$ cat src/rtl/core/lskl_pkg.sv
// Shared types, constants and codes for the lookahead soft-knee limiter.
`default_nettype none
package lskl_pkg;

   localparam int DELAY_SAMPLES_DEF = 240;
   localparam int MAX_CHANNELS_DEF  = 2;
   localparam int HOLD_FACTOR       = 5;

   localparam int SAMPLE_W = 24;
   localparam int GAIN_W   = 16;
   localparam int FACTOR_W = 24;
   localparam int COEF_W   = 16;
   localparam int CLIP_W   = 23;
   localparam int CHCNT_W  = 2;
   localparam int CSR_W    = 24;
   localparam int CSR_IDX_W = 3;
   localparam int PROD_W   = 48;
   localparam int DIV_N    = 48;
   localparam int DEN_W    = 25;
   localparam int REQ_W    = 72;
   localparam int RSP_W    = 64;

   localparam logic [23:0] THR_CAP       = 24'hFFFFFF;
   localparam logic [23:0] KNEE_LOW_Q16  = 24'd45871;
   localparam logic [23:0] KNEE_DROP_Q15 = 24'd9830;
   localparam logic [15:0] UNITY_Q15     = 16'd32768;
   // ceil(10 * 2^27 / 7) split at bit 14; exact for any 24-bit threshold.
   localparam logic [23:0] HI_MUL_HI     = 24'd11702;
   localparam logic [23:0] HI_MUL_LO     = 24'd14044;

   localparam logic [22:0] CLIP_RST    = 23'd8388607;
   localparam logic [23:0] SCALE_RST   = 24'd39322;
   localparam logic [23:0] ADJUST_RST  = 24'd65536;
   localparam logic [23:0] HEADRM_RST  = 24'd65536;
   localparam logic [15:0] REL_RST     = 16'd655;
   localparam logic [15:0] ATT_RST     = 16'd16384;
   localparam logic [23:0] FLOOR_RST   = 24'd1;
   localparam logic [1:0]  CHCNT_RST   = 2'd1;

   typedef enum logic [CSR_IDX_W-1:0] {
      CSR_CLIP_LEVEL   = 3'd0,
      CSR_AERL_SCALE   = 3'd1,
      CSR_THR_ADJUST   = 3'd2,
      CSR_CLIP_HEADRM  = 3'd3,
      CSR_RELEASE_COEF = 3'd4,
      CSR_ATTACK_COEF  = 3'd5,
      CSR_AERL_FLOOR   = 3'd6,
      CSR_CHANNEL_CNT  = 3'd7
   } csr_idx_type;

   typedef enum logic [4:0] {
      OP_NONE, OP_CLEAR, OP_LOAD, OP_PEAK, OP_ENV_M1, OP_ENV_M2, OP_ENV_UPD,
      OP_TC1, OP_TC_M2, OP_TC2_DIV, OP_THR, OP_LO_M, OP_LO, OP_HI_M2, OP_HI,
      OP_DIV_TGT, OP_TGT_Q, OP_KNEE_M, OP_DIV_KNEE, OP_TGT_K, OP_TGT_U,
      OP_SM_M, OP_SMOOTH, OP_O0_M, OP_O0, OP_O1_M, OP_O1, OP_FINISH
   } op_type;

   typedef enum logic [4:0] {
      ST_CLEAR, ST_IDLE, ST_PEAK, ST_ENV_M1, ST_ENV_M2, ST_ENV_UPD, ST_TC1,
      ST_TC_M2, ST_TC2, ST_DIV_TA, ST_THR, ST_LO_M, ST_LO, ST_HI_M2,
      ST_HI, ST_DECIDE, ST_DIV_TGT, ST_TGT_Q, ST_KNEE_DS,
      ST_DIV_KNEE, ST_TGT_K, ST_SM_M, ST_SMOOTH, ST_O0_M, ST_O0, ST_O1_M,
      ST_O1, ST_FINISH
   } st_type;

   typedef struct packed {
      op_type op;
   } cmd_type;

   typedef struct packed {
      logic clr_last;
      logic div_busy;
      logic env_gt_hi;
      logic env_gt_lo;
      logic out_free;
   } status_type;

endpackage
`default_nettype wire

$ cat src/rtl/core/lskl_ctrl.sv
// Sequencer for the limiter: steps the datapath through one sample.
`default_nettype none
module lskl_ctrl (
   input  wire logic                   clock,
   input  wire logic                   reset,
   input  wire logic                   req_tvalid,
   output      logic                   req_tready,
   input  wire lskl_pkg::status_type   status,
   output      lskl_pkg::cmd_type      cmd
);
   import lskl_pkg::*;

   st_type state_ff, state_in;

   always_ff @(posedge clock) begin
      if (reset) state_ff <= ST_CLEAR;
      else       state_ff <= state_in;
   end

   always_comb begin
      state_in   = state_ff;
      cmd.op     = OP_NONE;
      req_tready = 1'b0;
      unique case (state_ff)
         ST_CLEAR: begin
            cmd.op = OP_CLEAR;
            if (status.clr_last) state_in = ST_IDLE;
         end
         ST_IDLE: begin
            req_tready = 1'b1;
            if (req_tvalid) begin
               cmd.op   = OP_LOAD;
               state_in = ST_PEAK;
            end
         end
         ST_PEAK:    begin cmd.op = OP_PEAK;    state_in = ST_ENV_M1;  end
         ST_ENV_M1:  begin cmd.op = OP_ENV_M1;  state_in = ST_ENV_M2;  end
         ST_ENV_M2:  begin cmd.op = OP_ENV_M2;  state_in = ST_ENV_UPD; end
         ST_ENV_UPD: begin cmd.op = OP_ENV_UPD; state_in = ST_TC1;     end
         ST_TC1:     begin cmd.op = OP_TC1;     state_in = ST_TC_M2;   end
         ST_TC_M2:   begin cmd.op = OP_TC_M2;   state_in = ST_TC2;     end
         ST_TC2:     begin cmd.op = OP_TC2_DIV; state_in = ST_DIV_TA;  end
         ST_DIV_TA: begin
            if (!status.div_busy) state_in = ST_THR;
         end
         ST_THR:     begin cmd.op = OP_THR;     state_in = ST_LO_M;    end
         ST_LO_M:    begin cmd.op = OP_LO_M;    state_in = ST_LO;      end
         ST_LO:      begin cmd.op = OP_LO;      state_in = ST_HI_M2;   end
         ST_HI_M2:   begin cmd.op = OP_HI_M2;   state_in = ST_HI;      end
         ST_HI:      begin cmd.op = OP_HI;      state_in = ST_DECIDE;  end
         ST_DECIDE: begin
            priority if (status.env_gt_hi) begin
               cmd.op   = OP_DIV_TGT;
               state_in = ST_DIV_TGT;
            end else if (status.env_gt_lo) begin
               cmd.op   = OP_KNEE_M;
               state_in = ST_KNEE_DS;
            end else begin
               cmd.op   = OP_TGT_U;
               state_in = ST_SM_M;
            end
         end
         ST_DIV_TGT: begin
            if (!status.div_busy) state_in = ST_TGT_Q;
         end
         ST_TGT_Q:   begin cmd.op = OP_TGT_Q;    state_in = ST_SM_M;     end
         ST_KNEE_DS: begin cmd.op = OP_DIV_KNEE; state_in = ST_DIV_KNEE; end
         ST_DIV_KNEE: begin
            if (!status.div_busy) state_in = ST_TGT_K;
         end
         ST_TGT_K:   begin cmd.op = OP_TGT_K;   state_in = ST_SM_M;    end
         ST_SM_M:    begin cmd.op = OP_SM_M;    state_in = ST_SMOOTH;  end
         ST_SMOOTH:  begin cmd.op = OP_SMOOTH;  state_in = ST_O0_M;    end
         ST_O0_M:    begin cmd.op = OP_O0_M;    state_in = ST_O0;      end
         ST_O0:      begin cmd.op = OP_O0;      state_in = ST_O1_M;    end
         ST_O1_M:    begin cmd.op = OP_O1_M;    state_in = ST_O1;      end
         ST_O1:      begin cmd.op = OP_O1;      state_in = ST_FINISH;  end
         ST_FINISH: begin
            if (status.out_free) begin
               cmd.op   = OP_FINISH;
               state_in = ST_IDLE;
            end
         end
         default: state_in = ST_CLEAR;
      endcase
   end
endmodule
`default_nettype wire

$ cat config.mk
export PLATFORM = sky130hd
export DESIGN_NAME = lskl_ctrl
export DESIGN_NICKNAME = d
export VERILOG_FILES = /design/src/rtl/core/lskl_pkg.sv /design/src/rtl/core/lskl_ctrl.sv
export SDC_FILE = /design/constraint.sdc
export NUM_CORES = 1
export LEC_CHECK = 0
export BUFFER_PORTS_ARGS = -buffer_cell sky130_fd_sc_hd__buf_2
export CORE_AREA = 2 2 39 41
export CTS_BUF_LIST = sky130_fd_sc_hd__clkbuf_8
export DETAILED_ROUTE_END_ITERATION = 10
export DIE_AREA = 0 0 41 43
export PLACE_DENSITY = 0.94
export SYNTH_ARGS = -nofsm -noshare
export SYNTH_HDL_FRONTEND = slang
export SYNTH_SLANG_ARGS = --single-unit
$ cat constraint.sdc
create_clock -name clock -period 3.52 [get_ports clock]
set_input_delay 0.528 -clock clock [delete_from_list [all_inputs] [get_ports clock]]
set_output_delay 0.528 -clock clock [all_outputs]
set_load 0.02 [all_outputs]
==> impl_metrics.py, run 1 <==
metrics = {
    "status": {
        "status": "finished, final reports clean",
    },
    "place": {
        "dp_worst_setup_slack_ns": 1.16,
        "port_buffers": 13,
        "dp_hpwl_um": 1230,
        "place_congestion": 0.918,
    },
    "sta": {
        "fin_crit_sh_pct": 75.1,
        "setup_tns_ns": 0,
        "hold_ws_ns": 0.579,
        "period_minus_slack_ns": 2.64,
        "tightest_slew_ns": 0.749,
        "fmax_mhz": 378,
        "setup_viol": 0,
        "slew_headroom_pct": 50.0,
        "finalMaxSlewViolations": 0,
        "hold_viol": 0,
        "fin_skew_ns": 0.00286,
        "rsz0062_at_grt": "no",
        "fin_ws_ns": 0.876,
    },
    "hold_path": {
        "whs_path_depth": 2,
        "hp-start": "reset",
        "hp-class": "in2reg",
    },
    "critical_path": {
        "reg2reg_depth": 4,
        "critPathKind": "reg2out",
        "crit_path_end_kind": "primary output",
        "cp-start-kind": "register",
        "crit_start": "state_ff[2]",
        "crit_path_max_fanout": 25,
        "reg2reg_from": "state_ff[0]",
        "required_ns": 2.99,
        "critical_path_arrival_ns": 2.12,
    },
    "layout": {
        "multi_input_area_um2": 612,
        "regMostFlops": "state_ff",
        "largest_register_ffs": 5,
        "drive_gt1_share_pct": 17.2,
        "area_growth_pct": 8.08,
        "fillers": 121,
        "largestRegisters": "state_ff: 5 flops",
        "final-seq-area_um2": 100,
        "finalNetCount": 125,
        "antennaDiodeCount": 0,
    },
    "clock_network": {
        "cts_root_buf": "clkbuf_8",
        "cts_buffers": 3,
        "clkLatencyLatePin_ns": 0.22,
        "clk_pin_slew_ns": 0.04,
        "cts_resized": 0,
        "ctsLongestPathBuffers": 2,
        "clock-sinks": 5,
        "cts_hold_buf": 0,
        "cts_htree_levels": 1,
        "cts_tree": "yes",
        "postCtsSetupBuffers": 0,
    },
    "route": {
        "wl_per_cell_um": 13.9,
        "drc": 0,
        "ant_nets": 0,
        "wl_um": 1840,
        "viasPerCell": 6.54,
        "vias": 863,
        "drt_first_pass_iters": 4,
        "first_iter_violations": 39,
    },
    "logic_synthesis": {
        "synthMuxAreaShare_pct": 1.27,
        "synth_adder_area_share_pct": 0,
        "syn-cell-area_um2": 790,
        "synth-xor-area-share_pct": 1.11,
        "synth_enable_flop_cells": 0,
        "syn_area_per_cell_um2": 7.18,
        "synth_warnings": 0,
        "synth_top_family_by_area": "compound AO/OA/AOI/OAI gates",
        "ys_types": 48,
        "syn_nets": 118,
        "netlist_instances": 110,
        "synthSimpleGateAreaFrac_pct": 34.9,
        "async_flop_share_pct": 0,
        "ys.flop_type": "dfxtp_1",
        "seq_area_frac_synth_pct": 12.7,
        "synth_compound_area_share_pct": 40.3,
        "synth.ff_latch_count": 5,
    },
    "pwr": {
        "pwr-share-seq_pct": 28.9,
        "p_clk_share_pct": 31.8,
        "p_int_w": 0.000198,
        "switching_share_pct": 38.2,
        "p_sw_w": 0.000122,
        "power_leakage_nw": 0.308,
        "ir_drop_mv": 0.154,
        "combPwrFrac_pct": 39.3,
        "powerDensity_nw_per_um2": 375,
    },
    "floorplan": {
        "start_util_pct": 57.1,
        "core_um2": 1380,
        "fp.dieW_um": 41,
        "dieArea_um2": 1760,
        "die_h_um": 43,
        "ios": 14,
        "row_count": 14,
    },
    "global_routing": {
        "antenna_found_initial": 0,
        "grt_usage_pct": 23.9,
        "grt_overflow": 0,
        "grt_max_degree": 26,
        "grt_pass1_wl_um": 3110,
        "grt_pass1_vias": 687,
    },
    "flow_run": {
        "drv_cap": 0,
    },
}
## power groups by stage
stage	sequential [W]	combinational (W)	clock [W]
after CTS	0.0000914	0.000125	0.000103
after global routing	0.0000952	0.000138	0.000108
after global placement	0.0000917	0.000122	0
final	0.0000924	0.000126	0.000102
after floorplan	0.0000662	0.000129	0
after detailed placement	0.0000921	0.000124	0
## final cells by class
class,count,area share (%)
multi-input combinational,91,71.7
sequential,5,11.7
timing repair buffer,13,7.62
clock buffer,3,4.84
tap,16,2.35
inverter,3,1.32
clock inverter,1,0.440
## synth_stat cells (all sizes together) (3+ instances only)
cell type | number | area share [%]
a21oi | 12 | 7.6
dfxtp | 5 | 13
buf | 9 | 7.4
nor2b | 6 | 4.8
nand2 | 9 | 4.3
nor2 | 6 | 2.9
nand2b | 6 | 4.8
o22ai | 3 | 2.4
o21ai | 7 | 4.4
inv | 3 | 1.4
and2 | 4 | 3.2
## final timing paths
| path | slack, ns | endpoint |
|---|---|---|
| worst max register to register | 1.49 | state_ff[4] |
| worst max-delay path | 0.88 | cmd[1] |
| worst min register to register | 0.84 | state_ff[3] |
| worst min-delay path | 0.58 | state_ff[1] |
## routing by layer
| layer | wire (um) | global-route usage (%) | share of wire, % | up-vias |
|---|---|---|---|---|
| li1 | - | - | - | 425 |
| met1 | 850 | 40.6 | 46 | 398 |
| met2 | 868 | 30.9 | 47 | 40 |
| met3 | 118 | 3.14 | 6.4 | 0 |
| met4 | 0 | 4.67 | 0 | 0 |
| met5 | 0 | 0 | 0 | - |
## critical path: stages, from the launching register on
cell and delay, ns:
dfxtp_1 0.78, and2b_1 0.31, a21oi_1 0.21, o22ai_1 0.12
a211o_1 0.32, buf_2 0.16
## placed cells by master (no fill, tap or decap), types with 2 or more instances in the layout
cell and count:
and2_1 4, nand2b_1 6, clkbuf_8 3, a211o_1 2, nor2b_1 6, and4b_1 2, inv_1 4, nand2_1 9
dfxtp_1 5, nor2_1 6, o22ai_1 3, a22o_1 2, buf_2 13, o21bai_1 2, o21ai_0 7, nor4bb_1 2
a21oi_1 12
## per-stage QoR
step | std cells | utilization, % | total power (W) | area [um^2]
after global placement | 128 | 58.4 | 0.000214 | 808
final | 132 | 61.7 | 0.000320 | 853
after CTS | 132 | 61.7 | 0.000320 | 853
after floorplan | 110 | - | 0.000196 | 790
after detailed placement | 128 | 58.4 | 0.000216 | 808
after global routing | 132 | 61.7 | 0.000342 | 853
## cell families after synthesis
group / count (synthesis)
AOI/OAI and AO/OA: 44
xor gates and xnor gates: 1
buffers and inverters: 14
DFF: 5
muxes: 1
and+or+nand+nor: 45
No activity file was read; power rests on OpenSTA's default activity.
==> run 2: changes to the inputs <==
--- a/config.mk
+++ b/config.mk
@@ -6,11 +6,11 @@
 export NUM_CORES = 1
 export LEC_CHECK = 0
 export BUFFER_PORTS_ARGS = -buffer_cell sky130_fd_sc_hd__buf_2
-export CORE_AREA = 2 2 39 41
+export CORE_MARGIN = 2
+export CORE_UTILIZATION = 57
 export CTS_BUF_LIST = sky130_fd_sc_hd__clkbuf_8
 export DETAILED_ROUTE_END_ITERATION = 10
-export DIE_AREA = 0 0 41 43
-export PLACE_DENSITY = 0.94
+export PLACE_DENSITY = 0.91
 export SYNTH_ARGS = -nofsm -noshare
 export SYNTH_HDL_FRONTEND = slang
 export SYNTH_SLANG_ARGS = --single-unit
==> constraint.sdc (replaced) <==
create_clock -name clock -period 2.45 [get_ports clock]
set_input_delay 0.3675 -clock clock [delete_from_list [all_inputs] [get_ports clock]]
set_output_delay 0.3675 -clock clock [all_outputs]
set_load 0.02 [all_outputs]
==> impl_metrics.py, run 2 (synthesis results as in run 1) <==
metrics = {
    "clock_network": {
        "cts_resized": 0,
        "cts_root_buf": "clkbuf_8",
        "postCtsSetupBuffers": 0,
        "cts_tree": "yes",
        "cts_hold_buf": 0,
        "ctsLongestPathBuffers": 2,
        "clock-sinks": 5,
        "cts_buffers": 3,
        "cts_htree_levels": 1,
        "clkLatencyLatePin_ns": 0.21,
        "clk_pin_slew_ns": 0.03,
    },
    "route": {
        "ant_nets": 0,
        "first_iter_violations": 15,
        "viasPerCell": 6.56,
        "drt_first_pass_iters": 4,
        "wl_um": 1940,
        "drc": 0,
        "vias": 886,
        "wl_per_cell_um": 14.4,
    },
    "hold_path": {
        "whs_endpoint": "state_ff[4]",
        "hp-start": "reset",
        "whs_path_depth": 2,
        "hp-class": "in2reg",
    },
    "layout": {
        "largestRegisters": "state_ff: 5 flops",
        "largest_register_ffs": 5,
        "antennaDiodeCount": 0,
        "layout_commonest_cell": "buf_2",
        "drive_gt1_share_pct": 20.0,
        "regMostFlops": "state_ff",
        "fillers": 108,
        "area_growth_pct": 11.7,
        "layout_common_cells": "buf_2, a21oi_1, nand2_1, o21ai_0",
        "finalNetCount": 129,
    },
    "sta": {
        "hold_viol": 0,
        "hold_ws_ns": 0.428,
        "finalMaxSlewViolations": 0,
        "fmax_mhz": 452,
        "period_minus_slack_ns": 2.21,
        "fin_crit_sh_pct": 90.3,
        "slew_headroom_pct": 56.1,
        "fin_skew_ns": 0.000978,
        "setup_viol": 0,
        "rsz0062_at_grt": "no",
        "tightest_slew_ns": 0.658,
        "setup_tns_ns": 0,
    },
    "place": {
        "place_congestion": 0.969,
        "dp_hpwl_um": 1470,
        "port_buffers": 13,
    },
    "flow_run": {
        "drv_cap": 0,
    },
    "global_routing": {
        "antenna_found_initial": 0,
        "grt_pass1_wl_um": 3040,
        "grt_usage_pct": 26.1,
        "grt_overflow": 0,
        "grt_pass1_vias": 728,
        "grt_max_degree": 21,
    },
    "floorplan": {
        "core_um2": 1300,
        "fp.dieW_um": 41.2,
        "row_count": 13,
        "ios": 14,
        "start_util_pct": 60.7,
        "die_h_um": 41.2,
        "dieArea_um2": 1700,
    },
    "critical_path": {
        "reg2reg_depth": 4,
        "reg2reg_from": "state_ff[0]",
        "ff2ff_setup_slack_ns": 0.52,
        "cp-start-kind": "register",
        "crit_path_max_fanout": 20,
        "critical_path_arrival_ns": 1.84,
        "required_ns": 2.08,
        "crit_path_end_kind": "primary output",
        "r2r_end": "state_ff[4]",
        "critPathKind": "reg2out",
    },
    "status": {
        "status": "finished, final reports clean",
    },
    "pwr": {
        "power_leakage_nw": 0.329,
        "ir_drop_mv": 0.444,
        "powerDensity_nw_per_um2": 518,
    },
}
## run 2: cell count changes in the layout (fill, tap and decap cells not counted)
| cell | delta |
|---|---|
| buf_4 | +4 |
## run 2: per-stage QoR
stage / instance area (um^2) / total power, W / cells / utilization, % / setup WS [ns]
after floorplan: 790 / 0.000281 / 110 / - / 0.782
after global placement: 837 / 0.000310 / 131 / 64.3 / 0.517
after detailed placement: 837 / 0.000315 / 131 / 64.3 / 0.480
after CTS: 882 / 0.000459 / 135 / 67.8 / 0.246
after global routing: 882 / 0.000489 / 135 / 67.8 / 0.0929
final: 882 / 0.000457 / 135 / 67.8 / 0.238
## run 2: worst max path at each step
stage	startpoint	end	slack (ns)	cells after the start
floorplan	state_ff[4]	cmd[1]	0.78	4
finish	state_ff[0]	cmd[0]	0.24	5
detailed placement	state_ff[1]	cmd[1]	0.48	5
global route	state_ff[1]	cmd[4]	0.09	5
CTS	state_ff[1]	cmd[1]	0.25	5
global placement	state_ff[1]	cmd[3]	0.52	5
## run 2: power breakdown
part / internal, W / total (W) / switching (W)
Sequential: 0.0000900 / 0.000127 / 0.0000372
Combinational: 0.0000894 / 0.000189 / 0.0000999
Clock: 0.000107 / 0.000140 / 0.0000334
## run 2: critical path: stages, from the launching register on
cell     delay (ns)
dfxtp_1        0.73
inv_1          0.22
o21a_1         0.22
o21ai_0        0.15
a22o_1         0.15
buf_2          0.15
## run 2: cell type report
cell class	instances	area, um^2	area share (%)
tap	15	18.8	2.13
clock buffer	3	41.3	4.68
clock inverter	1	3.75	0.426
sequential	5	100	11.3
multi-input combinational	91	612	69.4
inverter	3	11.3	1.28
timing repair buffer	17	95.1	10.8
## run 2: metal layers
| metal | part of all wire (%) | routed length, um | track usage (%) |
|---|---|---|---|
| met4 | 0.88 | 17 | 7.26 |
| met5 | 0 | 0 | 0 |
| met3 | 5.9 | 114 | 4.89 |
| met2 | 48 | 927 | 41.0 |
| met1 | 45 | 880 | 35.9 |
==> run 3: changes to the inputs <==
--- a/config.mk
+++ b/config.mk
@@ -7,10 +7,10 @@
 export LEC_CHECK = 0
 export BUFFER_PORTS_ARGS = -buffer_cell sky130_fd_sc_hd__buf_2
 export CORE_MARGIN = 2
-export CORE_UTILIZATION = 57
+export CORE_UTILIZATION = 38
 export CTS_BUF_LIST = sky130_fd_sc_hd__clkbuf_8
 export DETAILED_ROUTE_END_ITERATION = 10
-export PLACE_DENSITY = 0.91
+export PLACE_DENSITY_LB_ADDON = 0.08
 export SYNTH_ARGS = -nofsm -noshare
 export SYNTH_HDL_FRONTEND = slang
 export SYNTH_SLANG_ARGS = --single-unit
==> impl_metrics.py, run 3 (synthesis results as in run 1) <==
metrics = {
    "pwr": {
        "switching_share_pct": 39.1,
        "p_int_w": 0.000287,
        "combPwrFrac_pct": 40.0,
        "ir_drop_mv": 0.242,
        "power_w": 0.000470,
        "p_clk_share_pct": 32.6,
        "power_leakage_nw": 0.324,
        "powerDensity_nw_per_um2": 528,
        "pwr-share-seq_pct": 27.4,
        "p_sw_w": 0.000184,
    },
    "layout": {
        "antennaDiodeCount": 0,
        "drive_gt1_share_pct": 20.2,
        "largestRegisters": "state_ff: 5 flops",
        "fillers": 221,
        "largest_register_ffs": 5,
        "area_growth_pct": 12.8,
        "regMostFlops": "state_ff",
        "layout_common_cells": "buf_2, a21oi_1, nand2_1, o21ai_0",
        "layout_commonest_cell": "buf_2",
        "finalNetCount": 128,
    },
    "global_routing": {
        "grt_pass1_wl_um": 3410,
        "grt_overflow": 0,
        "grt.busiest_layer": "met2",
        "grt_max_degree": 25,
        "grt_use_met3_pct": 1.82,
        "grt_pass1_vias": 736,
        "grt_usage_pct": 18.0,
        "use_met1_pct": 24.2,
        "antenna_found_initial": 0,
        "met2_usage_pct": 28.7,
    },
    "floorplan": {
        "ios": 14,
        "row_count": 16,
        "start_util_pct": 40.2,
        "dieArea_um2": 2460,
        "die_h_um": 49.6,
        "core_um2": 1960,
        "fp.dieW_um": 49.6,
    },
    "critical_path": {
        "required_ns": 2.08,
        "cp-start-kind": "register",
        "critical_path_arrival_ns": 1.90,
        "crit_path_max_fanout": 20,
        "critPathKind": "reg2out",
        "crit_path_end_kind": "primary output",
    },
    "clock_network": {
        "clock-sinks": 5,
        "cts_htree_levels": 1,
        "cts_buffers": 3,
        "postCtsSetupBuffers": 0,
        "cts_hold_buf": 0,
        "cts_tree": "yes",
        "clk_pin_slew_ns": 0.04,
        "cts_resized": 0,
        "clkLatencyLatePin_ns": 0.23,
        "cts_root_buf": "clkbuf_8",
        "ctsLongestPathBuffers": 2,
    },
    "sta": {
        "fin_crit_sh_pct": 92.7,
        "finalMaxSlewViolations": 0,
        "setup_tns_ns": 0,
        "slew_headroom_pct": 55.9,
        "fin_skew_ns": 0.00114,
        "setup_viol": 0,
        "fin_ws_ns": 0.179,
        "rsz0062_at_grt": "no",
        "hold_viol": 0,
        "tightest_slew_ns": 0.660,
        "period_minus_slack_ns": 2.27,
        "fmax_mhz": 440,
    },
    "route": {
        "ant_nets": 0,
        "drc": 0,
        "viasPerCell": 5.90,
        "first_iter_violations": 12,
        "wl_um": 2130,
        "drt_first_pass_iters": 4,
        "wl_per_cell_um": 14.6,
        "vias": 861,
    },
    "place": {
        "dp_hpwl_um": 1450,
        "place_congestion": 0.763,
        "port_buffers": 13,
        "dp_worst_setup_slack_ns": 0.417,
    },
    "status": {
        "status": "finished, final reports clean",
    },
    "hold_path": {
        "hp-class": "in2reg",
    },
    "flow_run": {
        "drv_cap": 0,
    },
}
## run 3: cell count changes in the layout (fill, tap and decap cells not counted)
cell and change:
dfxtp_2 +1, buf_4 -1, dfxtp_1 -1
## run 3: power groups by stage
stage	combinational, W	clock (W)	sequential, W
6_report	0.000188	0.000154	0.000129
5_1_grt	0.000207	0.000164	0.000133
4_1_cts	0.000190	0.000155	0.000128
3_5_place_dp	0.000189	0	0.000129
3_3_place_gp	0.000188	0	0.000128
2_1_floorplan	0.000186	0	0.0000951
## run 3: routing by layer
metal	wire length [um]	up-vias
met5	0	-
met4	29	0
met3	95	3
met2	1020	23
met1	976	405
li1	-	430
## run 3: path summary, 6_finish.rpt
kind,from,endpoint,slack (ns),cells past startpoint
setup / recovery,state_ff[1],cmd[3],0.18,5
hold / removal,reset,state_ff[4],0.41,2
setup reg to reg,state_ff[1],state_ff[4],0.46,4
hold reg to reg,state_ff[0],state_ff[0],0.77,2
## run 3: area by class of cell
cell class                 instances  area (um^2)  share of cell area, %
clock buffer                       3         41.3                   4.63
tap                               27         33.8                   3.79
timing repair buffer              16         87.6                   9.83
clock inverter                     1         3.75                  0.421
inverter                           3         11.3                   1.26
multi-input combinational         91          612                   68.7
sequential                         5          101                   11.4
## run 3: critical path, cell delays in order (launching register included)
cell and delay (ns):
dfxtp_1 0.73, and2_1 0.41, a221oi_1 0.16, a21oi_1 0.12
or2_1 0.10, buf_2 0.15
## run 3: per-stage QoR
stage	instance area, um^2	util, %	instances	hold slack (ns)
after floorplan	790	-	110	0.432
final	891	45.4	146	0.412
after CTS	890	45.3	146	0.414
after detailed placement	845	43.0	142	0.645
after global placement	845	43.0	142	0.649
after global routing	891	45.4	146	0.418
